File: src/hdl/srfp_pkg.sv
`default_nettype none

package srfp_pkg;

    localparam int MAX_PAYLOAD_DEF = 32;

    localparam logic [3:0] RUN_LENGTH_RST  = 4'd5;
    localparam logic [7:0] SYNC_BIG_RST    = 8'h5A;
    localparam logic [7:0] SYNC_LITTLE_RST = 8'hA5;

    typedef enum logic [1:0] {
        CFG_RUN_LENGTH  = 2'd0,
        CFG_SYNC_BIG    = 2'd1,
        CFG_SYNC_LITTLE = 2'd2
    } cfg_index_t;

    typedef enum logic [1:0] {
        STATUS_PAYLOAD = 2'd0,
        STATUS_EMPTY   = 2'd1,
        STATUS_SUM_ERR = 2'd2,
        STATUS_LEN_ERR = 2'd3
    } status_t;

    typedef enum logic [2:0] {
        ST_HUNT,
        ST_LENGTH,
        ST_PAYLOAD,
        ST_SUM,
        ST_READ,
        ST_LOAD
    } state_t;

    typedef struct packed {
        logic    hunt_step;
        logic    len_load;
        logic    pay_step;
        logic    rd_issue;
        logic    idx_inc;
        logic    out_load;
        status_t out_status;
    } ctrl_cmd_t;

    typedef struct packed {
        logic hunt_done;
        logic len_too_big;
        logic len_zero;
        logic pay_done;
        logic sum_ok;
        logic frame_empty;
        logic dump_last;
        logic out_free;
    } dp_stat_t;

endpackage

`default_nettype wire

File: src/hdl/srfp_byte_if.sv
`default_nettype none

interface srfp_byte_if;
    logic       valid;
    logic       ready;
    logic [7:0] rx_byte;

    modport source (output valid, output rx_byte, input ready);
    modport sink (input valid, input rx_byte, output ready);
endinterface

`default_nettype wire

File: src/hdl/srfp_result_if.sv
`default_nettype none

interface srfp_result_if;
    logic       valid;
    logic       ready;
    logic [7:0] payload_byte;
    logic [4:0] byte_index;
    logic       big_endian;
    logic [1:0] status;
    logic       last;

    modport source (output valid, output payload_byte, output byte_index,
                    output big_endian, output status, output last, input ready);
    modport sink (input valid, input payload_byte, input byte_index,
                  input big_endian, input status, input last, output ready);
endinterface

`default_nettype wire

File: src/hdl/srfp_cfg_if.sv
`default_nettype none

interface srfp_cfg_if;
    logic       valid;
    logic       ready;
    logic [1:0] index;
    logic [7:0] data;

    modport source (output valid, output index, output data, input ready);
    modport sink (input valid, input index, input data, output ready);
endinterface

`default_nettype wire

File: src/hdl/srfp_ram.sv
`default_nettype none

module srfp_ram #(
    parameter int WIDTH = 8,
    parameter int DEPTH = 32,
    localparam int AW = (DEPTH > 1) ? $clog2(DEPTH) : 1
) (
    input  wire logic             clk,
    input  wire logic             wr_en,
    input  wire logic [AW-1:0]    wr_addr,
    input  wire logic [WIDTH-1:0] wr_data,
    input  wire logic             rd_en,
    input  wire logic [AW-1:0]    rd_addr,
    output logic      [WIDTH-1:0] rd_data
);

    logic [WIDTH-1:0] mem [DEPTH];

    always_ff @(posedge clk)
    begin
        if (wr_en)
        begin
            mem[wr_addr] <= wr_data;
        end
        if (rd_en)
        begin
            rd_data <= mem[rd_addr];
        end
    end

endmodule

`default_nettype wire

File: src/hdl/srfp_ctrl.sv
`default_nettype none

module srfp_ctrl (
    input  wire logic                 clk,
    input  wire logic                 rst_n,
    input  wire logic                 rx_valid,
    output logic                      rx_ready,
    input  wire srfp_pkg::dp_stat_t   stat,
    output srfp_pkg::ctrl_cmd_t       cmd
);

    srfp_pkg::state_t state_reg;
    srfp_pkg::state_t state_next;
    logic             rx_acc;

    always_comb
    begin
        unique case (state_reg)
            srfp_pkg::ST_HUNT:    rx_ready = 1'b1;
            srfp_pkg::ST_PAYLOAD: rx_ready = 1'b1;
            srfp_pkg::ST_LENGTH:  rx_ready = stat.out_free;
            srfp_pkg::ST_SUM:     rx_ready = stat.out_free;
            default:              rx_ready = 1'b0;
        endcase
    end

    assign rx_acc = rx_valid && rx_ready;

    always_comb
    begin
        state_next = state_reg;
        unique case (state_reg)
            srfp_pkg::ST_HUNT:
            begin
                if (rx_acc && stat.hunt_done)
                begin
                    state_next = srfp_pkg::ST_LENGTH;
                end
            end
            srfp_pkg::ST_LENGTH:
            begin
                if (rx_acc)
                begin
                    priority if (stat.len_too_big)
                        state_next = srfp_pkg::ST_HUNT;
                    else if (stat.len_zero)
                        state_next = srfp_pkg::ST_SUM;
                    else
                        state_next = srfp_pkg::ST_PAYLOAD;
                end
            end
            srfp_pkg::ST_PAYLOAD:
            begin
                if (rx_acc && stat.pay_done)
                begin
                    state_next = srfp_pkg::ST_SUM;
                end
            end
            srfp_pkg::ST_SUM:
            begin
                if (rx_acc)
                begin
                    if (stat.sum_ok && !stat.frame_empty)
                        state_next = srfp_pkg::ST_READ;
                    else
                        state_next = srfp_pkg::ST_HUNT;
                end
            end
            srfp_pkg::ST_READ:
            begin
                state_next = srfp_pkg::ST_LOAD;
            end
            srfp_pkg::ST_LOAD:
            begin
                if (stat.out_free)
                begin
                    state_next = stat.dump_last ? srfp_pkg::ST_HUNT : srfp_pkg::ST_READ;
                end
            end
            default:
            begin
                state_next = srfp_pkg::ST_HUNT;
            end
        endcase
    end

    always_comb
    begin
        cmd            = '0;
        cmd.out_status = srfp_pkg::STATUS_PAYLOAD;
        unique case (state_reg)
            srfp_pkg::ST_HUNT:
            begin
                cmd.hunt_step = rx_acc;
            end
            srfp_pkg::ST_LENGTH:
            begin
                cmd.len_load   = rx_acc && !stat.len_too_big;
                cmd.out_load   = rx_acc && stat.len_too_big;
                cmd.out_status = srfp_pkg::STATUS_LEN_ERR;
            end
            srfp_pkg::ST_PAYLOAD:
            begin
                cmd.pay_step = rx_acc;
            end
            srfp_pkg::ST_SUM:
            begin
                // a good non-empty frame is dumped from the store instead
                cmd.out_load   = rx_acc && !(stat.sum_ok && !stat.frame_empty);
                cmd.out_status = stat.sum_ok ? srfp_pkg::STATUS_EMPTY
                                             : srfp_pkg::STATUS_SUM_ERR;
            end
            srfp_pkg::ST_READ:
            begin
                cmd.rd_issue = 1'b1;
            end
            srfp_pkg::ST_LOAD:
            begin
                cmd.out_load = stat.out_free;
                cmd.idx_inc  = stat.out_free && !stat.dump_last;
            end
            default:
            begin
                cmd.out_load = 1'b0;
            end
        endcase
    end

    always_ff @(posedge clk or negedge rst_n)
    begin
        if (!rst_n)
        begin
            state_reg <= srfp_pkg::ST_HUNT;
        end
        else
        begin
            state_reg <= state_next;
        end
    end

`ifndef SYNTHESIS
    a_load_needs_slot: assert property (@(posedge clk) disable iff (!rst_n)
        cmd.out_load |-> stat.out_free)
        else $error("result loaded into an occupied output register");

    a_read_then_load: assert property (@(posedge clk) disable iff (!rst_n)
        state_reg == srfp_pkg::ST_READ |=> state_reg == srfp_pkg::ST_LOAD)
        else $error("store read not followed by result load");

    a_no_take_in_dump: assert property (@(posedge clk) disable iff (!rst_n)
        (state_reg == srfp_pkg::ST_READ || state_reg == srfp_pkg::ST_LOAD) |-> !rx_ready)
        else $error("byte taken while dumping a frame");
`endif

endmodule

`default_nettype wire

File: src/hdl/srfp_datapath.sv
`default_nettype none

module srfp_datapath #(
    parameter int MAX_PAYLOAD = srfp_pkg::MAX_PAYLOAD_DEF
) (
    input  wire logic                clk,
    input  wire logic                rst_n,
    input  wire logic [7:0]          rx_byte,
    input  wire srfp_pkg::ctrl_cmd_t cmd,
    output srfp_pkg::dp_stat_t       stat,
    srfp_cfg_if.sink                 cfg,
    srfp_result_if.source            frame
);

    localparam int ADDR_W = (MAX_PAYLOAD > 1) ? $clog2(MAX_PAYLOAD) : 1;
    localparam int LEN_W  = $clog2(MAX_PAYLOAD + 1);

    logic [3:0]       run_len_reg;
    logic [7:0]       sync_big_reg;
    logic [7:0]       sync_little_reg;

    logic [3:0]       sync_count_reg;
    logic [7:0]       prev_byte_reg;
    logic             big_endian_reg;
    logic [LEN_W-1:0] frame_len_reg;
    logic [LEN_W-1:0] rx_count_reg;
    logic [7:0]       sum_reg;
    logic [ADDR_W-1:0] rd_idx_reg;
    logic             out_valid_reg;
    logic             out_valid_next;

    logic [7:0]       out_byte_reg;
    logic [4:0]       out_index_reg;
    logic             out_big_reg;
    srfp_pkg::status_t out_status_reg;
    logic             out_last_reg;

    logic             is_sync;
    logic             run_hit;
    logic [3:0]       count_inc;
    logic [LEN_W-1:0] rx_count_inc;
    logic [LEN_W-1:0] rd_idx_inc;
    logic [7:0]       ram_rdata;

    assign cfg.ready = 1'b1;

    always_ff @(posedge clk or negedge rst_n)
    begin
        if (!rst_n)
        begin
            run_len_reg     <= srfp_pkg::RUN_LENGTH_RST;
            sync_big_reg    <= srfp_pkg::SYNC_BIG_RST;
            sync_little_reg <= srfp_pkg::SYNC_LITTLE_RST;
        end
        else if (cfg.valid)
        begin
            unique case (cfg.index)
                srfp_pkg::CFG_RUN_LENGTH:  run_len_reg     <= cfg.data[3:0];
                srfp_pkg::CFG_SYNC_BIG:    sync_big_reg    <= cfg.data;
                srfp_pkg::CFG_SYNC_LITTLE: sync_little_reg <= cfg.data;
                default:                   run_len_reg     <= run_len_reg;
            endcase
        end
    end

    // a run grows on a sync byte when empty or when it repeats the last byte
    assign is_sync      = (rx_byte == sync_big_reg) || (rx_byte == sync_little_reg);
    assign run_hit      = is_sync && ((sync_count_reg == 4'd0) || (rx_byte == prev_byte_reg));
    assign count_inc    = sync_count_reg + 4'd1;
    assign rx_count_inc = rx_count_reg + 1'b1;
    assign rd_idx_inc   = LEN_W'(rd_idx_reg) + 1'b1;

    assign stat.hunt_done   = run_hit && ((count_inc >= run_len_reg) || (count_inc == 4'd0));
    assign stat.len_too_big = rx_byte > 8'(MAX_PAYLOAD);
    assign stat.len_zero    = rx_byte == 8'd0;
    assign stat.pay_done    = rx_count_inc >= frame_len_reg;
    assign stat.sum_ok      = sum_reg == rx_byte;
    assign stat.frame_empty = frame_len_reg == '0;
    assign stat.dump_last   = rd_idx_inc == frame_len_reg;
    assign stat.out_free    = !out_valid_reg || frame.ready;

    always_ff @(posedge clk or negedge rst_n)
    begin
        if (!rst_n)
        begin
            sync_count_reg <= '0;
            prev_byte_reg  <= '0;
            big_endian_reg <= 1'b0;
            frame_len_reg  <= '0;
            rx_count_reg   <= '0;
            sum_reg        <= '0;
            rd_idx_reg     <= '0;
        end
        else
        begin
            if (cmd.hunt_step)
            begin
                prev_byte_reg <= rx_byte;
                if (run_hit && !stat.hunt_done)
                begin
                    sync_count_reg <= count_inc;
                end
                else
                begin
                    sync_count_reg <= '0;
                end
                if (stat.hunt_done)
                begin
                    big_endian_reg <= rx_byte == sync_big_reg;
                end
            end
            if (cmd.len_load)
            begin
                frame_len_reg <= LEN_W'(rx_byte);
                rx_count_reg  <= '0;
                sum_reg       <= '0;
                rd_idx_reg    <= '0;
            end
            if (cmd.pay_step)
            begin
                rx_count_reg <= rx_count_inc;
                sum_reg      <= sum_reg + rx_byte;
            end
            if (cmd.idx_inc)
            begin
                rd_idx_reg <= rd_idx_inc[ADDR_W-1:0];
            end
        end
    end

    srfp_ram #(
        .WIDTH (8),
        .DEPTH (MAX_PAYLOAD)
    ) u_store (
        .clk     (clk),
        .wr_en   (cmd.pay_step),
        .wr_addr (rx_count_reg[ADDR_W-1:0]),
        .wr_data (rx_byte),
        .rd_en   (cmd.rd_issue),
        .rd_addr (rd_idx_reg),
        .rd_data (ram_rdata)
    );

    always_comb
    begin
        out_valid_next = out_valid_reg;
        if (cmd.out_load)
            out_valid_next = 1'b1;
        else if (frame.ready)
            out_valid_next = 1'b0;
    end

    always_ff @(posedge clk or negedge rst_n)
    begin
        if (!rst_n)
        begin
            out_valid_reg <= 1'b0;
        end
        else
        begin
            out_valid_reg <= out_valid_next;
        end
    end

    always_ff @(posedge clk)
    begin
        if (cmd.out_load)
        begin
            out_big_reg    <= big_endian_reg;
            out_status_reg <= cmd.out_status;
            if (cmd.out_status == srfp_pkg::STATUS_PAYLOAD)
            begin
                out_byte_reg  <= ram_rdata;
                out_index_reg <= 5'(rd_idx_reg);
                out_last_reg  <= stat.dump_last;
            end
            else
            begin
                out_byte_reg  <= 8'd0;
                out_index_reg <= 5'd0;
                out_last_reg  <= 1'b1;
            end
        end
    end

    assign frame.valid        = out_valid_reg;
    assign frame.payload_byte = out_byte_reg;
    assign frame.byte_index   = out_index_reg;
    assign frame.big_endian   = out_big_reg;
    assign frame.status       = out_status_reg;
    assign frame.last         = out_last_reg;

`ifndef SYNTHESIS
    a_write_in_range: assert property (@(posedge clk) disable iff (!rst_n)
        cmd.pay_step |-> rx_count_reg < frame_len_reg)
        else $error("payload write beyond frame length");

    a_read_in_range: assert property (@(posedge clk) disable iff (!rst_n)
        cmd.rd_issue |-> LEN_W'(rd_idx_reg) < frame_len_reg)
        else $error("store read beyond frame length");

    a_len_fits: assert property (@(posedge clk) disable iff (!rst_n)
        cmd.len_load |-> !stat.len_too_big)
        else $error("oversized length loaded");
`endif

endmodule

`default_nettype wire

File: src/hdl/sync_run_frame_parser_top.sv
// Serial frame parser with an 8-bit payload sum.
// Channels: rx carries one received byte per transfer; frame carries one
// result per transfer (payload byte, index, byte order, status, last); cfg
// writes the run length (index 0) and the two sync values (1 and 2) and is
// always ready. Write configuration only while no frame is in progress.
// A checksum byte that closes a good non-empty frame starts a dump of the
// payload store: each result takes a store read, then an output load, and
// the following read waits for that load; input is held off until the dump
// ends. Error and empty-frame results are loaded into the output register
// at the edge that takes the closing byte.
// The output register takes a new result in the cycle the old one transfers.
// While the receiver stalls, the dump pauses and the length and checksum
// bytes are held off; sync and payload bytes are still taken.
// Reset clears the frame state and output valid and restores the default
// configuration (run of 5, sync values 0x5A and 0xA5). No clearing pass.
`default_nettype none

module sync_run_frame_parser_top #(
    parameter int MAX_PAYLOAD = srfp_pkg::MAX_PAYLOAD_DEF
) (
    input wire logic      clk,
    input wire logic      rst_n,
    srfp_byte_if.sink     rx,
    srfp_result_if.source frame,
    srfp_cfg_if.sink      cfg
);

    srfp_pkg::ctrl_cmd_t cmd;
    srfp_pkg::dp_stat_t  stat;

    srfp_ctrl u_ctrl (
        .clk      (clk),
        .rst_n    (rst_n),
        .rx_valid (rx.valid),
        .rx_ready (rx.ready),
        .stat     (stat),
        .cmd      (cmd)
    );

    srfp_datapath #(
        .MAX_PAYLOAD (MAX_PAYLOAD)
    ) u_datapath (
        .clk     (clk),
        .rst_n   (rst_n),
        .rx_byte (rx.rx_byte),
        .cmd     (cmd),
        .stat    (stat),
        .cfg     (cfg),
        .frame   (frame)
    );

endmodule

`default_nettype wire
File: src/flat_wrapper.sv
// flat-port wrapper written by rule: the top's interface ports become plain ports
module sync_run_frame_parser_top_flat 
#(
    parameter int MAX_PAYLOAD = srfp_pkg::MAX_PAYLOAD_DEF
)
  (clk, rst_n, rx_valid, rx_rx_byte, rx_ready, frame_valid, frame_payload_byte, frame_byte_index, frame_big_endian, frame_status, frame_last, frame_ready, cfg_valid, cfg_index, cfg_data, cfg_ready);
  srfp_byte_if rx_i ();
  srfp_result_if frame_i ();
  srfp_cfg_if cfg_i ();
  input wire logic clk;
  input wire logic rst_n;
  input wire logic [$bits(rx_i.valid)-1:0] rx_valid;
  input wire logic [$bits(rx_i.rx_byte)-1:0] rx_rx_byte;
  output wire logic [$bits(rx_i.ready)-1:0] rx_ready;
  output wire logic [$bits(frame_i.valid)-1:0] frame_valid;
  output wire logic [$bits(frame_i.payload_byte)-1:0] frame_payload_byte;
  output wire logic [$bits(frame_i.byte_index)-1:0] frame_byte_index;
  output wire logic [$bits(frame_i.big_endian)-1:0] frame_big_endian;
  output wire logic [$bits(frame_i.status)-1:0] frame_status;
  output wire logic [$bits(frame_i.last)-1:0] frame_last;
  input wire logic [$bits(frame_i.ready)-1:0] frame_ready;
  input wire logic [$bits(cfg_i.valid)-1:0] cfg_valid;
  input wire logic [$bits(cfg_i.index)-1:0] cfg_index;
  input wire logic [$bits(cfg_i.data)-1:0] cfg_data;
  output wire logic [$bits(cfg_i.ready)-1:0] cfg_ready;
  assign rx_i.valid = rx_valid;
  assign rx_i.rx_byte = rx_rx_byte;
  assign rx_ready = rx_i.ready;
  assign frame_valid = frame_i.valid;
  assign frame_payload_byte = frame_i.payload_byte;
  assign frame_byte_index = frame_i.byte_index;
  assign frame_big_endian = frame_i.big_endian;
  assign frame_status = frame_i.status;
  assign frame_last = frame_i.last;
  assign frame_i.ready = frame_ready;
  assign cfg_i.valid = cfg_valid;
  assign cfg_i.index = cfg_index;
  assign cfg_i.data = cfg_data;
  assign cfg_ready = cfg_i.ready;
  sync_run_frame_parser_top #(.MAX_PAYLOAD(MAX_PAYLOAD)) u_core (.clk(clk), .rst_n(rst_n), .rx(rx_i), .frame(frame_i), .cfg(cfg_i));
endmodule
File: config.mk
export PLATFORM = sky130hd
export DESIGN_NAME = sync_run_frame_parser_top_flat
export DESIGN_NICKNAME = d
export VERILOG_FILES = /design/src/hdl/srfp_pkg.sv /design/src/hdl/srfp_byte_if.sv /design/src/hdl/srfp_result_if.sv /design/src/hdl/srfp_cfg_if.sv /design/src/hdl/srfp_ram.sv /design/src/hdl/srfp_ctrl.sv /design/src/hdl/srfp_datapath.sv /design/src/hdl/sync_run_frame_parser_top.sv /design/src/flat_wrapper.sv
export SDC_FILE = /design/constraint.sdc
export NUM_CORES = 1
export LEC_CHECK = 0
export BUFFER_PORTS_ARGS = -buffer_cell sky130_fd_sc_hd__buf_4
export CAP_MARGIN = 20
export CORE_UTILIZATION = 30
export CTS_CLUSTER_DIAMETER = 80
export DETAILED_ROUTE_END_ITERATION = 16
export GPL_TIMING_DRIVEN = 0
export PLACE_DENSITY = 0.55
export SKIP_LAST_GASP = 1
export SYNTH_ARGS = -nofsm -noshare
export SYNTH_HDL_FRONTEND = slang
export SYNTH_SLANG_ARGS = --single-unit
File: constraint.sdc
create_clock -name clk -period 4.1 [get_ports clk]
set_input_delay 0.41 -clock clk [delete_from_list [all_inputs] [get_ports clk]]
set_output_delay 0.41 -clock clk [all_outputs]
set_load 0.1 [all_outputs]
==> impl_metrics.yaml <==
run_status:
  outcome: "finished with violations"
  violations: "hold timing"
timing:
  fin_ws_ns: 0.819
  finalSetupViolCount: 0
  hold_viol: 13
  fin_tns_setup_ns: 0
  max_freq_mhz: 305
  worst_slew_pin_slew_ns: 1.03
  period_share: 0.800
  maxSlewViolCount: 0
  relSlewSlack: 0.316
  whs_ns: -0.0108
  final.setup_skew_ns: 0.0172
  min_period_ns: 3.28
  rsz0062_at_grt: "false"
cts:
  cts-resized-gates: 0
  clock-sinks: 343
  cts_setup_buffers: 0
  postCtsHoldBufs: 0
  cts_tree: "done"
  clock_path_buffers: 3
  numCtsBuffers: 37
  cts_htree_levels: 2
  cts-root-buf: "clkbuf_16"
  clkTransAtPathRegs_ns: 0.06
  clkLatencyLatePin_ns: 0.53
synth:
  synth.avg_cell_area_um2: 15.5
  yosysTopAreaCell: "edfxtp_1"
  synthAdderAreaFrac: 0.0209
  synth_xor_area_frac: 0.0267
  synth-async-reset-ratio: 0.181
  synth.distinct_cells: 63
  synthTopCellsByArea: "edfxtp_1 (57%), dfrtp_1 (8.9%), mux4_2 (6.1%)"
  synth-simple-area-share: 0.0743
  seq_area_frac_synth: 0.681
  synth_seq_cells: 343
  synth.area.mux_share: 0.117
  syn_inst: 948
  synth_compound_area_frac: 0.0576
  synth_top_cell_area_share: 0.574
  synth_edf_count: 281
  yosysWarnings: 0
  syn_nets: 995
  synth_ff_type: "edfxtp_1"
  synth_top_family_by_area: "multiplexers"
  syn-cell-area_um2: 14700
placed_design:
  place_ws_ns: 0.778
  gp_congestion: 0.798
  dp.final_hpwl_um: 22600
  post-place-cells: 1604
  portBuffers: 41
routing:
  vias: 8278
  post-route-drc-count: 0
  antenna_left: 0
  wire_per_inst_um: 20.9
  drt_wl_total_um: 34800
  drt_iter0_drc: 686
  drt_pass1_iterations: 5
  viasPerCell: 4.96
floorplan:
  die_w_um: 223
  start_util: 0.306
  core_area_um2: 48000
  fp.dieArea_um2: 49900
  row_count: 80
  die-height_um: 223
  pin_count: 43
worst_setup_path:
  reg2reg_depth: 6
  crit_path_start_kind: "flop"
  crit_type: "flop to flop"
  arrival_ns: 3.44
  crit_fanout: 10
  cp_data_required_time_ns: 4.26
  crit_path_end_kind: "flop"
  r2r_slack_ns: 0.82
global_routing:
  grt_pass1_wl_um: 53000
  met2_usage: 0.232
  grt_max_degree: 63
  use_met3: 0.0270
  antenna_found_initial: 0
  grt-ovfl-total: 0
  grt_use_total: 0.142
  first_global_vias: 8562
  busiest_layer: "met2"
  use_met1: 0.193
cells_and_area:
  fin_cells: 1670
  top_register: "u_core.u_datapath.u_store.mem"
  final_nets: 1075
  n_fill_cell: 4612
  antenna-diode-count: 0
  syn_to_final_growth_pct: 15.1
  drive_gt1_frac: 0.178
  largest_reg_flops: 256
power_and_ir_drop:
  p_leak_uw: 0.00595
  total_power_uw: 10500
  powerDensity_nw_per_um2: 619
  irDropWorstVdd_mv: 0.343
hold_path:
  hp-class: "input port to asynchronous set/reset pin"
flow_run:
  max_cap_viol_count: 0
==> cells in the mapped netlist, types with 4 or more instances <==
master / number
o21ai_0: 25
nand3b_1: 5
nand2b_1: 9
a21oi_1: 11
buf_2: 7
nor2_1: 49
dfrtp_1: 52
clkbuf_1: 30
or3_1: 4
buf_1: 5
and2_1: 15
mux2_2: 24
nand3_1: 18
nand4_1: 5
o221ai_1: 37
o21ai_1: 9
mux4_2: 40
edfxtp_1: 281
mux2i_1: 53
a21o_1: 4
inv_1: 18
xor2_1: 32
ha_1: 23
buf_6: 5
xnor2_1: 11
nor4_1: 10
a31oi_1: 7
nor2b_1: 11
dfstp_2: 10
nand2_1: 88
nor3_1: 5
==> final cells by class <==
class,count,area (um^2),area share
plain buffers,52,268,0.0158
inverters,18,67.6,0.00399
flip-flops and latches,343,10000,0.591
multi-input cells,535,4360,0.257
repair buffers,41,308,0.0182
well taps,615,769,0.0455
clock inverters,14,121,0.00717
clock buffers,52,1020,0.0606
==> cells in the final DEF, fill, tap and decap left out, types with 6 or more instances in the layout <==
| cell type | synthesis | routed |
|---|---|---|
| edfxtp_1 | 281 | 281 |
| nand2_1 | 88 | 88 |
| mux2i_1 | 53 | 53 |
| dfrtp_1 | 52 | 52 |
| nor2_1 | 49 | 49 |
| buf_4 | 3 | 44 |
| clkbuf_1 | 30 | 43 |
| mux4_2 | 40 | 40 |
| clkbuf_16 | 0 | 39 |
| o221ai_1 | 37 | 37 |
| xor2_1 | 32 | 32 |
| o21ai_0 | 25 | 25 |
| mux2_2 | 24 | 24 |
| ha_1 | 23 | 23 |
| inv_1 | 18 | 18 |
| nand3_1 | 18 | 18 |
| and2_1 | 15 | 15 |
| xnor2_1 | 11 | 11 |
| a21oi_1 | 11 | 11 |
| nor2b_1 | 11 | 11 |
| nor4_1 | 10 | 10 |
| dfstp_2 | 10 | 10 |
| nand2b_1 | 9 | 9 |
| o21ai_1 | 9 | 9 |
| buf_2 | 7 | 7 |
| a31oi_1 | 7 | 7 |
| clkinv_1 | 0 | 6 |
==> worst max-delay path, cell delays in order (launching register included) <==
cell and delay, ns:
dfrtp_1 0.37, clkbuf_1 0.21, nor3b_1 0.32, and2_0 0.26, clkbuf_1 0.40, nand2_1 0.48, nor2_1 0.86
==> final timing paths <==
check | end | start
min | u_core.u_datapath.run_len_reg[1]$_DFFE_PN0P_ | rst_n
max in group asynchronous | u_core.u_datapath.sum_reg[2]$_DFFE_PN0P_ | rst_n
max reg2reg | u_core.u_datapath.u_store.mem[30][6]$_DFFE_PP_ | u_core.u_ctrl.state_reg[2]$_DFFE_PN0P_
max | u_core.u_datapath.u_store.mem[30][6]$_DFFE_PP_ | u_core.u_ctrl.state_reg[2]$_DFFE_PN0P_
min reg2reg | u_core.u_datapath.frame.big_endian$_DFFE_PP_ | u_core.u_datapath.big_endian_reg$_DFFE_PN0P_
min in group clk | u_core.u_datapath.run_len_reg[2]$_DFFE_PN1P_ | cfg_data[2]
==> power by group <==
part / switching, uW / leakage (uW) / total [uW] / internal [uW]
combinational: 2010 / 0.00211 / 3120 / 1100
clock: 1330 / 0.000550 / 3200 / 1870
sequential: 100 / 0.00329 / 4160 / 4050
==> routing by layer <==
| layer | part of all wire | vias to the layer above | wire (um) |
|---|---|---|---|
| met4 | 0.021 | 0 | 733 |
| met1 | 0.45 | 4241 | 15700 |
| li1 | - | 3794 | - |
| met3 | 0.053 | 48 | 1860 |
| met5 | 0 | - | 0 |
| met2 | 0.47 | 195 | 16500 |
==> metrics by stage <==
step | util | instance area [um^2]
6_report | 0.352 | 16900
2_1_floorplan | - | 14700
5_1_grt | 0.352 | 16900
3_5_place_dp | 0.328 | 15800
3_3_place_gp | 0.328 | 15800
4_1_cts | 0.352 | 16900
==> cell families (layout without fill, tap and decap cells) <==
family | after synthesis | in the layout
other | 1 | 1
AND/OR/NAND/NOR | 230 | 230
multiplexers | 118 | 118
buffers and inverters | 70 | 177
adder cells (fa/ha/maj) | 24 | 24
AO/OA/AOI/OAI | 118 | 118
XOR/XNOR | 44 | 44
flip-flops | 343 | 343
Power figures use the tool's default switching activity.
